==> src/design/szm_pkg.sv <==
// shared types and constants for the stick calibrate zone mapper
// used by szm_datapath, szm_ctrl and stick_calibrate_zone_mapper
`timescale 1ns / 1ps
`default_nettype none
package szm_pkg;

  localparam int unsigned NumZones  = 6;
  localparam int unsigned FracBits  = 10;
  localparam int unsigned CoordBits = 8;
  localparam int unsigned FieldBits = FracBits + 1;
  localparam int unsigned RectBits  = 4 * FieldBits;
  localparam int unsigned DvdBits   = CoordBits + FracBits;
  localparam int unsigned DenBits   = CoordBits + 1;
  localparam int unsigned CntBits   = $clog2(DvdBits + 1);

  localparam logic [2:0] MODE_KEYS       = 3'd0;
  localparam logic [2:0] MODE_ABSOLUTE   = 3'd1;
  localparam logic [2:0] MODE_RELATIVE   = 3'd2;
  localparam logic [2:0] MODE_CAL_CENTER = 3'd3;
  localparam logic [2:0] MODE_CAL_BOUNDS = 3'd4;
  localparam logic [2:0] MODE_CAL_NORTH  = 3'd5;
  localparam logic [2:0] MODE_SPARE      = 3'd7;

  localparam logic [2:0] REG_MODE = 3'd0;
  localparam logic [2:0] REG_MASK = 3'd1;
  localparam logic [2:0] REG_RECT0 = 3'd2;

  localparam logic [1:0] EV_ABS_X   = 2'd0;
  localparam logic [1:0] EV_ABS_Y   = 2'd1;
  localparam logic [1:0] EV_PRESS   = 2'd2;
  localparam logic [1:0] EV_RELEASE = 2'd3;

  localparam logic [RectBits-1:0] RECT_RESET [NumZones] = '{
    44'd2641405095936, 44'd7924216129536, 44'd8796952854528,
    44'd8800387990323, 44'd880468295680,  44'd8800389877760
  };

  // controller to datapath
  typedef struct packed {
    logic accept;
    logic div_start_x;
    logic div_start_y;
    logic compare;
    logic emit;
  } cmd_t;

  // datapath to controller
  typedef struct packed {
    logic [2:0] mode;
    logic       div_done;
    logic       pend_any;
    logic       pend_last;
    logic       slot_free;
  } sts_t;

endpackage
`default_nettype wire

==> src/design/szm_datapath.sv <==
// datapath: config registers, calibration state, shared divider, zone compare
// and output register; depends on szm_pkg
`timescale 1ns / 1ps
`default_nettype none
module szm_datapath (
  input  wire logic                           clk_i,
  input  wire logic                           rst_ni,
  input  wire szm_pkg::cmd_t                  cmd_i,
  output szm_pkg::sts_t                       sts_o,
  input  wire logic                           cfg_we_i,
  input  wire logic [2:0]                     cfg_index_i,
  input  wire logic [szm_pkg::RectBits-1:0]   cfg_data_i,
  input  wire logic [szm_pkg::CoordBits-1:0]  sample_x_i,
  input  wire logic [szm_pkg::CoordBits-1:0]  sample_y_i,
  input  wire logic                           out_stall_i,
  output logic                                out_valid_o,
  output logic [1:0]                          event_kind_o,
  output logic [2:0]                          zone_index_o,
  output logic [7:0]                          event_value_o,
  output logic                                last_event_o
);
  localparam int unsigned CB = szm_pkg::CoordBits;
  localparam int unsigned FB = szm_pkg::FieldBits;
  localparam int unsigned NZ = szm_pkg::NumZones;
  localparam int unsigned DV = szm_pkg::DvdBits;
  localparam int unsigned DN = szm_pkg::DenBits;
  localparam logic [FB-1:0] ONE  = FB'(1) << szm_pkg::FracBits;
  localparam logic [FB-1:0] HALF = FB'(1) << (szm_pkg::FracBits - 1);
  localparam logic [CB-1:0] CMAX = '1;
  localparam logic [CB-1:0] CMID = CMAX >> 1;

  logic [2:0]                 mode_q;
  logic [NZ-1:0]              mask_q;
  logic [szm_pkg::RectBits-1:0] rect_q [NZ];
  logic [CB-1:0] cx_q, cy_q, minx_q, miny_q, maxx_q, maxy_q;
  logic [CB-1:0] sx_q, sy_q;
  logic [NZ-1:0] active_q, pend_q, press_q;
  logic          abs_q;
  logic [FB-1:0] dx_q, dy_q;

  // config and calibration state
  always_ff @(posedge clk_i or negedge rst_ni) begin
    if (!rst_ni) begin
      mode_q <= szm_pkg::MODE_KEYS;
      mask_q <= '1;
      for (int i = 0; i < NZ; i++) rect_q[i] <= szm_pkg::RECT_RESET[i];
      cx_q   <= CMID;
      cy_q   <= CMID;
      minx_q <= '0;
      miny_q <= '0;
      maxx_q <= CMAX;
      maxy_q <= CMAX;
    end else begin
      if (cfg_we_i) begin
        if (cfg_index_i == szm_pkg::REG_MODE) begin
          if (cfg_data_i[2:0] != mode_q) begin
            mode_q <= cfg_data_i[2:0];
            if (cfg_data_i[2:0] == szm_pkg::MODE_CAL_BOUNDS) begin
              minx_q <= CMAX;
              miny_q <= CMAX;
              maxx_q <= '0;
              maxy_q <= '0;
            end
          end
        end else if (cfg_index_i == szm_pkg::REG_MASK) begin
          mask_q <= cfg_data_i[NZ-1:0];
        end else begin
          for (int i = 0; i < NZ; i++) begin
            if (cfg_index_i == szm_pkg::REG_RECT0 + 3'(i)) rect_q[i] <= cfg_data_i;
          end
        end
      end
      if (cmd_i.accept) begin
        if (mode_q == szm_pkg::MODE_CAL_CENTER) begin
          cx_q <= sample_x_i;
          cy_q <= sample_y_i;
        end
        if (mode_q == szm_pkg::MODE_CAL_BOUNDS) begin
          if (sample_x_i < minx_q) minx_q <= sample_x_i;
          if (sample_y_i < miny_q) miny_q <= sample_y_i;
          if (sample_x_i > maxx_q) maxx_q <= sample_x_i;
          if (sample_y_i > maxy_q) maxy_q <= sample_y_i;
        end
      end
    end
  end

  always_ff @(posedge clk_i) begin
    if (cmd_i.accept) begin
      sx_q <= sample_x_i;
      sy_q <= sample_y_i;
    end
  end

  // divider setup for the selected axis; the x divide starts in the accept cycle
  logic [CB-1:0] p, lo, c, hi;
  logic signed [CB:0] n_s, d_s;
  logic [CB-1:0] n_mag, d_mag;
  logic le;
  always_comb begin
    p  = cmd_i.div_start_y ? sy_q   : sample_x_i;
    lo = cmd_i.div_start_y ? miny_q : minx_q;
    c  = cmd_i.div_start_y ? cy_q   : cx_q;
    hi = cmd_i.div_start_y ? maxy_q : maxx_q;
    le = (p <= c);
    if (le) begin
      n_s = $signed({1'b0, p}) - $signed({1'b0, lo});
      d_s = $signed({1'b0, c}) - $signed({1'b0, lo});
    end else begin
      n_s = $signed({1'b0, hi}) - $signed({1'b0, p});
      d_s = $signed({1'b0, hi}) - $signed({1'b0, c});
    end
    n_mag = n_s[CB] ? CB'(-n_s) : n_s[CB-1:0];
    d_mag = d_s[CB] ? CB'(-d_s) : d_s[CB-1:0];
  end

  // restoring divider, one quotient bit a cycle
  logic [DN-1:0] den_q, rem_q;
  logic [DV-1:0] dq_q;
  logic [szm_pkg::CntBits-1:0] cnt_q;
  logic busy_q, le_q, neg_q, zero_q, axis_q;
  logic [DN:0] trial;
  logic [DN:0] diff;

  always_comb begin
    trial = {rem_q, dq_q[DV-1]};
    diff  = trial - {1'b0, den_q};
  end

  always_ff @(posedge clk_i or negedge rst_ni) begin
    if (!rst_ni) begin
      busy_q <= 1'b0;
      cnt_q  <= '0;
    end else if (cmd_i.div_start_x || cmd_i.div_start_y) begin
      busy_q <= 1'b1;
      cnt_q  <= '0;
    end else if (busy_q) begin
      cnt_q <= cnt_q + 1'b1;
      if (cnt_q == szm_pkg::CntBits'(DV - 1)) busy_q <= 1'b0;
    end
  end

  always_ff @(posedge clk_i) begin
    if (cmd_i.div_start_x || cmd_i.div_start_y) begin
      den_q  <= {d_mag, 1'b0};
      rem_q  <= '0;
      dq_q   <= {n_mag, {szm_pkg::FracBits{1'b0}}};
      le_q   <= le;
      neg_q  <= n_s[CB] ^ d_s[CB];
      zero_q <= (d_s == '0);
      axis_q <= cmd_i.div_start_y;
    end else if (busy_q) begin
      if (!diff[DN]) begin
        rem_q <= diff[DN-1:0];
        dq_q  <= {dq_q[DV-2:0], 1'b1};
      end else begin
        rem_q <= trial[DN-1:0];
        dq_q  <= {dq_q[DV-2:0], 1'b0};
      end
    end
  end

  logic div_done;
  assign div_done = busy_q && (cnt_q == szm_pkg::CntBits'(DV - 1));

  // quotient after the last step, then clamp
  logic [DV-1:0] q_fin;
  logic          over;
  logic [FB-1:0] axis_val;
  always_comb begin
    q_fin = {dq_q[DV-2:0], ~diff[DN]};
    over  = (q_fin > DV'(ONE));
    if (zero_q) axis_val = HALF;
    else if (le_q) axis_val = neg_q ? '0 : (over ? ONE : q_fin[FB-1:0]);
    else axis_val = neg_q ? ONE : (over ? '0 : ONE - q_fin[FB-1:0]);
  end

  always_ff @(posedge clk_i) begin
    if (div_done && !axis_q) dx_q <= axis_val;
    if (div_done &&  axis_q) dy_q <= axis_val;
  end

  // zone compare
  logic [NZ-1:0] hit;
  always_comb begin
    for (int i = 0; i < NZ; i++) begin
      hit[i] = (rect_q[i][FB-1:0] <= dx_q) && (dx_q <= rect_q[i][3*FB-1:2*FB]) &&
               (rect_q[i][2*FB-1:FB] <= dy_q) && (dy_q <= rect_q[i][4*FB-1:3*FB]);
    end
  end

  // lowest pending event
  logic [NZ-1:0] pick;
  logic [2:0]    pick_idx;
  logic          found;
  always_comb begin
    pick     = '0;
    pick_idx = '0;
    found    = 1'b0;
    for (int i = 0; i < NZ; i++) begin
      if (pend_q[i] && !found) begin
        pick[i]  = 1'b1;
        pick_idx = 3'(i);
        found    = 1'b1;
      end
    end
  end

  always_ff @(posedge clk_i or negedge rst_ni) begin
    if (!rst_ni) begin
      active_q <= '0;
      pend_q   <= '0;
      abs_q    <= 1'b0;
    end else begin
      if (cmd_i.accept && mode_q == szm_pkg::MODE_ABSOLUTE) begin
        pend_q <= NZ'(2'b11);
        abs_q  <= 1'b1;
      end else if (cmd_i.compare) begin
        pend_q   <= mask_q & (hit | active_q);
        abs_q    <= 1'b0;
        active_q <= (mask_q & hit) | (~mask_q & active_q);
      end else if (cmd_i.emit) begin
        pend_q <= pend_q & ~pick;
      end
    end
  end

  always_ff @(posedge clk_i) begin
    if (cmd_i.compare) press_q <= hit;
  end

  // output register
  logic out_valid_q;
  always_ff @(posedge clk_i or negedge rst_ni) begin
    if (!rst_ni) out_valid_q <= 1'b0;
    else if (cmd_i.emit) out_valid_q <= 1'b1;
    else if (!out_stall_i) out_valid_q <= 1'b0;
  end

  always_ff @(posedge clk_i) begin
    if (cmd_i.emit) begin
      last_event_o <= ((pend_q & ~pick) == '0);
      if (abs_q) begin
        event_kind_o  <= pick_idx[0] ? szm_pkg::EV_ABS_Y : szm_pkg::EV_ABS_X;
        zone_index_o  <= '0;
        event_value_o <= pick_idx[0] ? 8'(sy_q) : 8'(sx_q);
      end else begin
        event_kind_o  <= press_q[pick_idx] ? szm_pkg::EV_PRESS : szm_pkg::EV_RELEASE;
        zone_index_o  <= pick_idx;
        event_value_o <= '0;
      end
    end
  end

  assign out_valid_o = out_valid_q;

  always_comb begin
    sts_o.mode      = mode_q;
    sts_o.div_done  = div_done;
    sts_o.pend_any  = (pend_q != '0);
    sts_o.pend_last = ((pend_q & ~pick) == '0);
    sts_o.slot_free = !out_valid_q || !out_stall_i;
  end
endmodule
`default_nettype wire

==> src/design/szm_ctrl.sv <==
// controller: sequences sample intake, the two divides, compare and emission
// depends on szm_pkg
`timescale 1ns / 1ps
`default_nettype none
module szm_ctrl (
  input  wire logic          clk_i,
  input  wire logic          rst_ni,
  input  wire logic          in_valid_i,
  output logic               in_stall_o,
  input  wire szm_pkg::sts_t sts_i,
  output szm_pkg::cmd_t      cmd_o
);
  typedef enum logic [4:0] {
    S_IDLE = 5'b00001,
    S_DIVX = 5'b00010,
    S_DIVY = 5'b00100,
    S_CMP  = 5'b01000,
    S_EMIT = 5'b10000
  } state_e;

  state_e state_q, state_d;

  always_ff @(posedge clk_i or negedge rst_ni) begin
    if (!rst_ni) state_q <= S_IDLE;
    else state_q <= state_d;
  end

  assign in_stall_o = (state_q != S_IDLE);

  always_comb begin
    state_d = state_q;
    cmd_o   = '0;
    case (state_q)
      S_IDLE: begin
        if (in_valid_i) begin
          cmd_o.accept = 1'b1;
          if (sts_i.mode == szm_pkg::MODE_KEYS) begin
            cmd_o.div_start_x = 1'b1;
            state_d = S_DIVX;
          end else if (sts_i.mode == szm_pkg::MODE_ABSOLUTE) begin
            state_d = S_EMIT;
          end
        end
      end
      S_DIVX: begin
        if (sts_i.div_done) begin
          cmd_o.div_start_y = 1'b1;
          state_d = S_DIVY;
        end
      end
      S_DIVY: begin
        if (sts_i.div_done) state_d = S_CMP;
      end
      S_CMP: begin
        cmd_o.compare = 1'b1;
        state_d = S_EMIT;
      end
      S_EMIT: begin
        if (!sts_i.pend_any) begin
          state_d = S_IDLE;
        end else if (sts_i.slot_free) begin
          cmd_o.emit = 1'b1;
          if (sts_i.pend_last) state_d = S_IDLE;
        end
      end
      default: state_d = S_IDLE;
    endcase
  end
endmodule
`default_nettype wire

==> src/design/stick_calibrate_zone_mapper.sv <==
// top level of the stick calibrate zone mapper: controller plus datapath
// depends on szm_pkg, szm_ctrl and szm_datapath
`timescale 1ns / 1ps
`default_nettype none
// One sample is taken at a time. Calibration samples and samples in the silent
// modes finish in the cycle they are taken. An absolute sample gives two beats,
// one a cycle while the output is not stalled. A key-mode sample runs the shared
// restoring divider once per axis, then a compare step, then emits its press or
// release beats while the output is not stalled.
// The output register lets the next sample in while the final beat of the
// previous one still waits. Configuration writes are always ready and must be
// made only while the block is idle.
module stick_calibrate_zone_mapper (
  input  wire logic                          clk_i,
  input  wire logic                          rst_ni,
  input  wire logic                          in_valid_i,
  output logic                               in_stall_o,
  input  wire logic [7:0]                    sample_x_i,
  input  wire logic [7:0]                    sample_y_i,
  output logic                               out_valid_o,
  input  wire logic                          out_stall_i,
  output logic [1:0]                         event_kind_o,
  output logic [2:0]                         zone_index_o,
  output logic [7:0]                         event_value_o,
  output logic                               last_event_o,
  input  wire logic                          cfg_valid_i,
  output logic                               cfg_ready_o,
  input  wire logic [2:0]                    cfg_index_i,
  input  wire logic [szm_pkg::RectBits-1:0]  cfg_data_i
);
  szm_pkg::cmd_t cmd;
  szm_pkg::sts_t sts;

  assign cfg_ready_o = 1'b1;

  szm_ctrl u_ctrl (
    .clk_i      (clk_i),
    .rst_ni     (rst_ni),
    .in_valid_i (in_valid_i),
    .in_stall_o (in_stall_o),
    .sts_i      (sts),
    .cmd_o      (cmd)
  );

  szm_datapath u_datapath (
    .clk_i         (clk_i),
    .rst_ni        (rst_ni),
    .cmd_i         (cmd),
    .sts_o         (sts),
    .cfg_we_i      (cfg_valid_i),
    .cfg_index_i   (cfg_index_i),
    .cfg_data_i    (cfg_data_i),
    .sample_x_i    (sample_x_i),
    .sample_y_i    (sample_y_i),
    .out_stall_i   (out_stall_i),
    .out_valid_o   (out_valid_o),
    .event_kind_o  (event_kind_o),
    .zone_index_o  (zone_index_o),
    .event_value_o (event_value_o),
    .last_event_o  (last_event_o)
  );
endmodule
`default_nettype wire

==> config.mk <==
export PLATFORM = sky130hd
export DESIGN_NAME = stick_calibrate_zone_mapper
export DESIGN_NICKNAME = d
export VERILOG_FILES = /design/src/design/szm_pkg.sv /design/src/design/szm_datapath.sv /design/src/design/szm_ctrl.sv /design/src/design/stick_calibrate_zone_mapper.sv
export SDC_FILE = /design/constraint.sdc
export NUM_CORES = 1
export LEC_CHECK = 0
export BUFFER_PORTS_ARGS = -buffer_cell sky130_fd_sc_hd__buf_2
export CAP_MARGIN = 20
export CORE_ASPECT_RATIO = 1.5
export CORE_UTILIZATION = 64
export CTS_BUF_LIST = sky130_fd_sc_hd__clkbuf_4 sky130_fd_sc_hd__clkbuf_8 sky130_fd_sc_hd__clkbuf_16
export CTS_CLUSTER_DIAMETER = 30
export DETAILED_ROUTE_END_ITERATION = 10
export PLACE_DENSITY = 0.82
export SLEW_MARGIN = 20
export SYNTH_ARGS = -nofsm -noshare
export SYNTH_HDL_FRONTEND = slang
export SYNTH_SLANG_ARGS = --single-unit
==> constraint.sdc <==
create_clock -name clk_i -period 5.88 [get_ports clk_i]
set_input_delay 0.294 -clock clk_i [delete_from_list [all_inputs] [get_ports clk_i]]
set_output_delay 0.294 -clock clk_i [all_outputs]
set_load 0.01 [all_outputs]
==> flow_summary.yaml <==
power:
  p_int_w: 0.00960
  p_comb_frac: 0.371
  netSwitchingPower_w: 0.00537
  powerDensity_nw_per_um2: 478
  p_seq_frac: 0.316
  p_leak_nw: 14.5
  vdd_drop_max_v: 0.000371
  p_clk_frac: 0.313
  swShare: 0.359
worst_hold_path:
  worstHoldEndpoint: "u_datapath.rect_q[254]"
  worstHoldPathType: "in -> reg"
  min_delay_path_depth: 3
  hold_start: "cfg_data_i[34]"
synthesis:
  muxShareOfSynthArea: 0.124
  synthesis.nets: 3034
  ys_seq_elements: 443
  synth_top_flop_cell: "dfrtp_1"
  yosysSeqAreaShare: 0.419
  netlist_area_um2: 27400
  syn_avg_cell_area_um2: 10.5
  synth_compound_area_frac: 0.125
  yosys.area_share.xor_xnor: 0.0179
  yosysWarnings: 0
  synth-simple-area-share: 0.109
  synth_edf_count: 78
  synth_cells: 2624
  async_reset_ff_frac: 0.781
  synth.distinct_cells: 95
  synth_top_family_by_area: "adder cells"
  synthAdderAreaFrac: 0.157
clock_tree:
  cts_tree: "built"
  holdBufCountCts: 14
  cts.repair.resized: 0
  clkLatencyLatePin_ns: 0.59
  cts.sink_count: 443
  root_buffer: "clkbuf_16"
  ctsLongestPathBuffers: 3
  cts_max_level: 3
  numCtsBuffers: 76
  cts.reportedPaths.clkPinSlew_ns: 0.05
  cts_setup_buffers: 0
timing:
  setup_tns_ns: 0
  slew_violations: 0
  finalHoldViolCount: 0
  fin_crit_sh: 0.890
  rsz0062_at_grt: "no"
  finalSetupViolCount: 0
  tightestPinTransition_ns: 1.21
  slew_headroom: 0.180
  period_minus_slack_ns: 5.23
  finClkSkew_ns: 0.0171
  fmax_mhz: 191
critical_path:
  critPathLaunchType: "flip-flop"
  rr_worst_depth: 18
  path_class: "reg -> reg"
  r2r_start: "u_datapath.cnt_q[1]"
  cp.required_ns: 6.21
  r2r_setup_slack_ns: 0.65
  critPathMaxFanout: 30
  critPathCaptureType: "flip-flop"
  r2r-end: "u_datapath.den_q[8]"
  cp.arrival_ns: 5.57
routing:
  first_iter_violations: 1406
  vias: 21200
  via_per_inst: 6.28
  drt.antenna.violating_nets: 0
  first_pass_iters: 5
  totalWireLength_um: 77100
  drcViolationCount: 0
  post_drt_wl_per_cell_um: 22.9
cells_and_area:
  final_cell_mix: "341 x ha_1, 263 x inv_1, 259 x dfrtp_1, 251 x mux2_2, 169 x nand2_1"
  drive_above_1_share: 0.215
  area_growth_pct: 14.2
  diodes: 0
  layout_commonest_cell: "ha_1"
  final_area_um2: 31300
  instances_no_fill: 3372
  final_nets: 3154
placed_design:
  port_buffers: 83
  place.gp.congestion: 1.02
  placed_cell_area_um2: 28400
  dpl.cell_count: 3216
  dp_hpwl_um: 55900
die:
  dieArea_um2: 43700
  row_count: 92
  core_area_um2: 42100
  io_pins: 85
  die_y_um: 256
  die_w_um: 171
  start_util: 0.651
status:
  status: "finished, final reports clean"
grt:
  grt_pass1_wl_um: 121000
  antenna_found_initial: 0
  grt_overflow_total: 0
  grt_max_degree: 147
  track_usage: 0.361
  grt_pass1_vias: 22800
flow_run:
  maxCapViolations: 0
==> power by group through the flow <==
stage	registers (W)	clock network (W)	logic, W
after floorplan	0.00448	0	0.00407
after global placement	0.00468	0	0.00517
after detailed placement	0.00473	0	0.00540
after CTS	0.00470	0.00471	0.00550
after global routing	0.00479	0.00486	0.00611
final	0.00472	0.00469	0.00556
==> synth_stat cells (all sizes together), types with 19 or more instances <==
library cell,instances,share of area
a21o,28,0.0077
a21oi,93,0.017
clkbuf,66,0.0090
dfrtp,259,0.24
dfstp,87,0.083
dfxtp,19,0.014
edfxtp,78,0.085
ha,341,0.16
inv,265,0.036
mux2,252,0.10
mux2i,53,0.019
nand2,169,0.023
nand2b,42,0.0096
nand3,45,0.0082
nand4,62,0.015
nor2,126,0.017
nor2b,50,0.011
nor3,42,0.0081
o21a,104,0.028
o21ai,173,0.032
xnor2,38,0.012
==> kinds of logic after synthesis <==
group,Yosys count
compound gates,528
xor+xnor,56
fa+ha+maj,344
buf+inv,347
flops,443
mux,306
other cells,1
simple gates,599
==> state kept, by name (all words and copies together), names as in the netlist, 2 cells and up, named ones only <==
| name | flops |
|---|---|
| u_datapath.pend_q | 6 |
| u_datapath.sy_q | 8 |
| u_datapath.rect_q | 264 |
| u_datapath.mode_q | 3 |
| u_datapath.cy_q | 8 |
| u_datapath.mask_q | 6 |
| u_datapath.dx_q | 11 |
| u_datapath.den_q | 8 |
| u_datapath.maxx_q | 8 |
| u_datapath.event_value_o | 8 |
| u_datapath.minx_q | 8 |
| u_ctrl.state_q | 5 |
| u_datapath.zone_index_o | 3 |
| u_datapath.dy_q | 11 |
| u_datapath.press_q | 6 |
| u_datapath.event_kind_o | 2 |
| u_datapath.maxy_q | 8 |
| u_datapath.sx_q | 8 |
| u_datapath.cnt_q | 5 |
| u_datapath.dq_q | 18 |
| u_datapath.miny_q | 8 |
| u_datapath.rem_q | 9 |
| u_datapath.cx_q | 8 |
==> metrics by stage <==
| stage | setup slack [ns] | total power, W | hold slack [ns] | util |
|---|---|---|---|---|
| floorplan | 1.46 | 0.00855 | -0.00159 | - |
| finish | 0.646 | 0.0150 | 0.0141 | 0.743 |
| CTS | 0.640 | 0.0149 | 0.00144 | 0.743 |
| detailed placement | 0.683 | 0.0101 | 0.262 | 0.675 |
| global placement | 0.837 | 0.00986 | 0.261 | 0.675 |
| global route | 0.173 | 0.0158 | 0.0210 | 0.743 |
==> worst max-delay path by stage <==
| stage | start | to | depth (start not counted) |
|---|---|---|---|
| floorplan | u_datapath.cnt_q[1] | u_datapath.den_q[5] | 22 |
| CTS | u_datapath.cnt_q[1] | u_datapath.den_q[8] | 18 |
| global route | u_datapath.cnt_q[1] | u_datapath.dq_q[14] | 18 |
| finish | u_datapath.cnt_q[1] | u_datapath.den_q[8] | 18 |
| global placement | u_datapath.cnt_q[1] | u_datapath.den_q[8] | 18 |
| detailed placement | u_datapath.cnt_q[1] | u_datapath.den_q[8] | 18 |
==> critical path, stage by stage (launching register included) <==
cell and delay, ns:
dfrtp_1 0.41, inv_1 0.08, ha_1 0.16, and4bb_1 0.39, nand4_4 0.41, inv_4 0.30, buf_4 0.38, nand2_1 0.13
o21ai_0 0.12, ha_1 0.27, nand2_1 0.12, nor3_1 0.07, mux2_1 0.33, o211ai_2 0.70, mux2i_1 0.19, xnor2_1 0.46
nand2_1 0.15, o21ai_1 0.20, xnor2_1 0.09
==> layout make-up <==
| cell class | instances | area, um2 |
|---|---|---|
| Inverter | 268 | 1010 |
| Tap cell | 564 | 706 |
| Clock buffer | 91 | 2070 |
| Fill cell | 2825 | 10800 |
| Clock inverter | 51 | 656 |
| Sequential cell | 443 | 11500 |
| Multi-Input combinational cell | 1834 | 14600 |
| Timing Repair Buffer | 121 | 758 |
==> layer usage <==
metal,up-vias,routed length (um),global-route usage,part of all wire
li1,9670,-,-,-
met1,10400,27500,0.375,0.36
met2,753,39700,0.647,0.52
met3,319,3620,0.0546,0.047
met4,0,6280,0.271,0.081
met5,-,0,0,0
No activity file was read; power rests on OpenSTA's default activity.
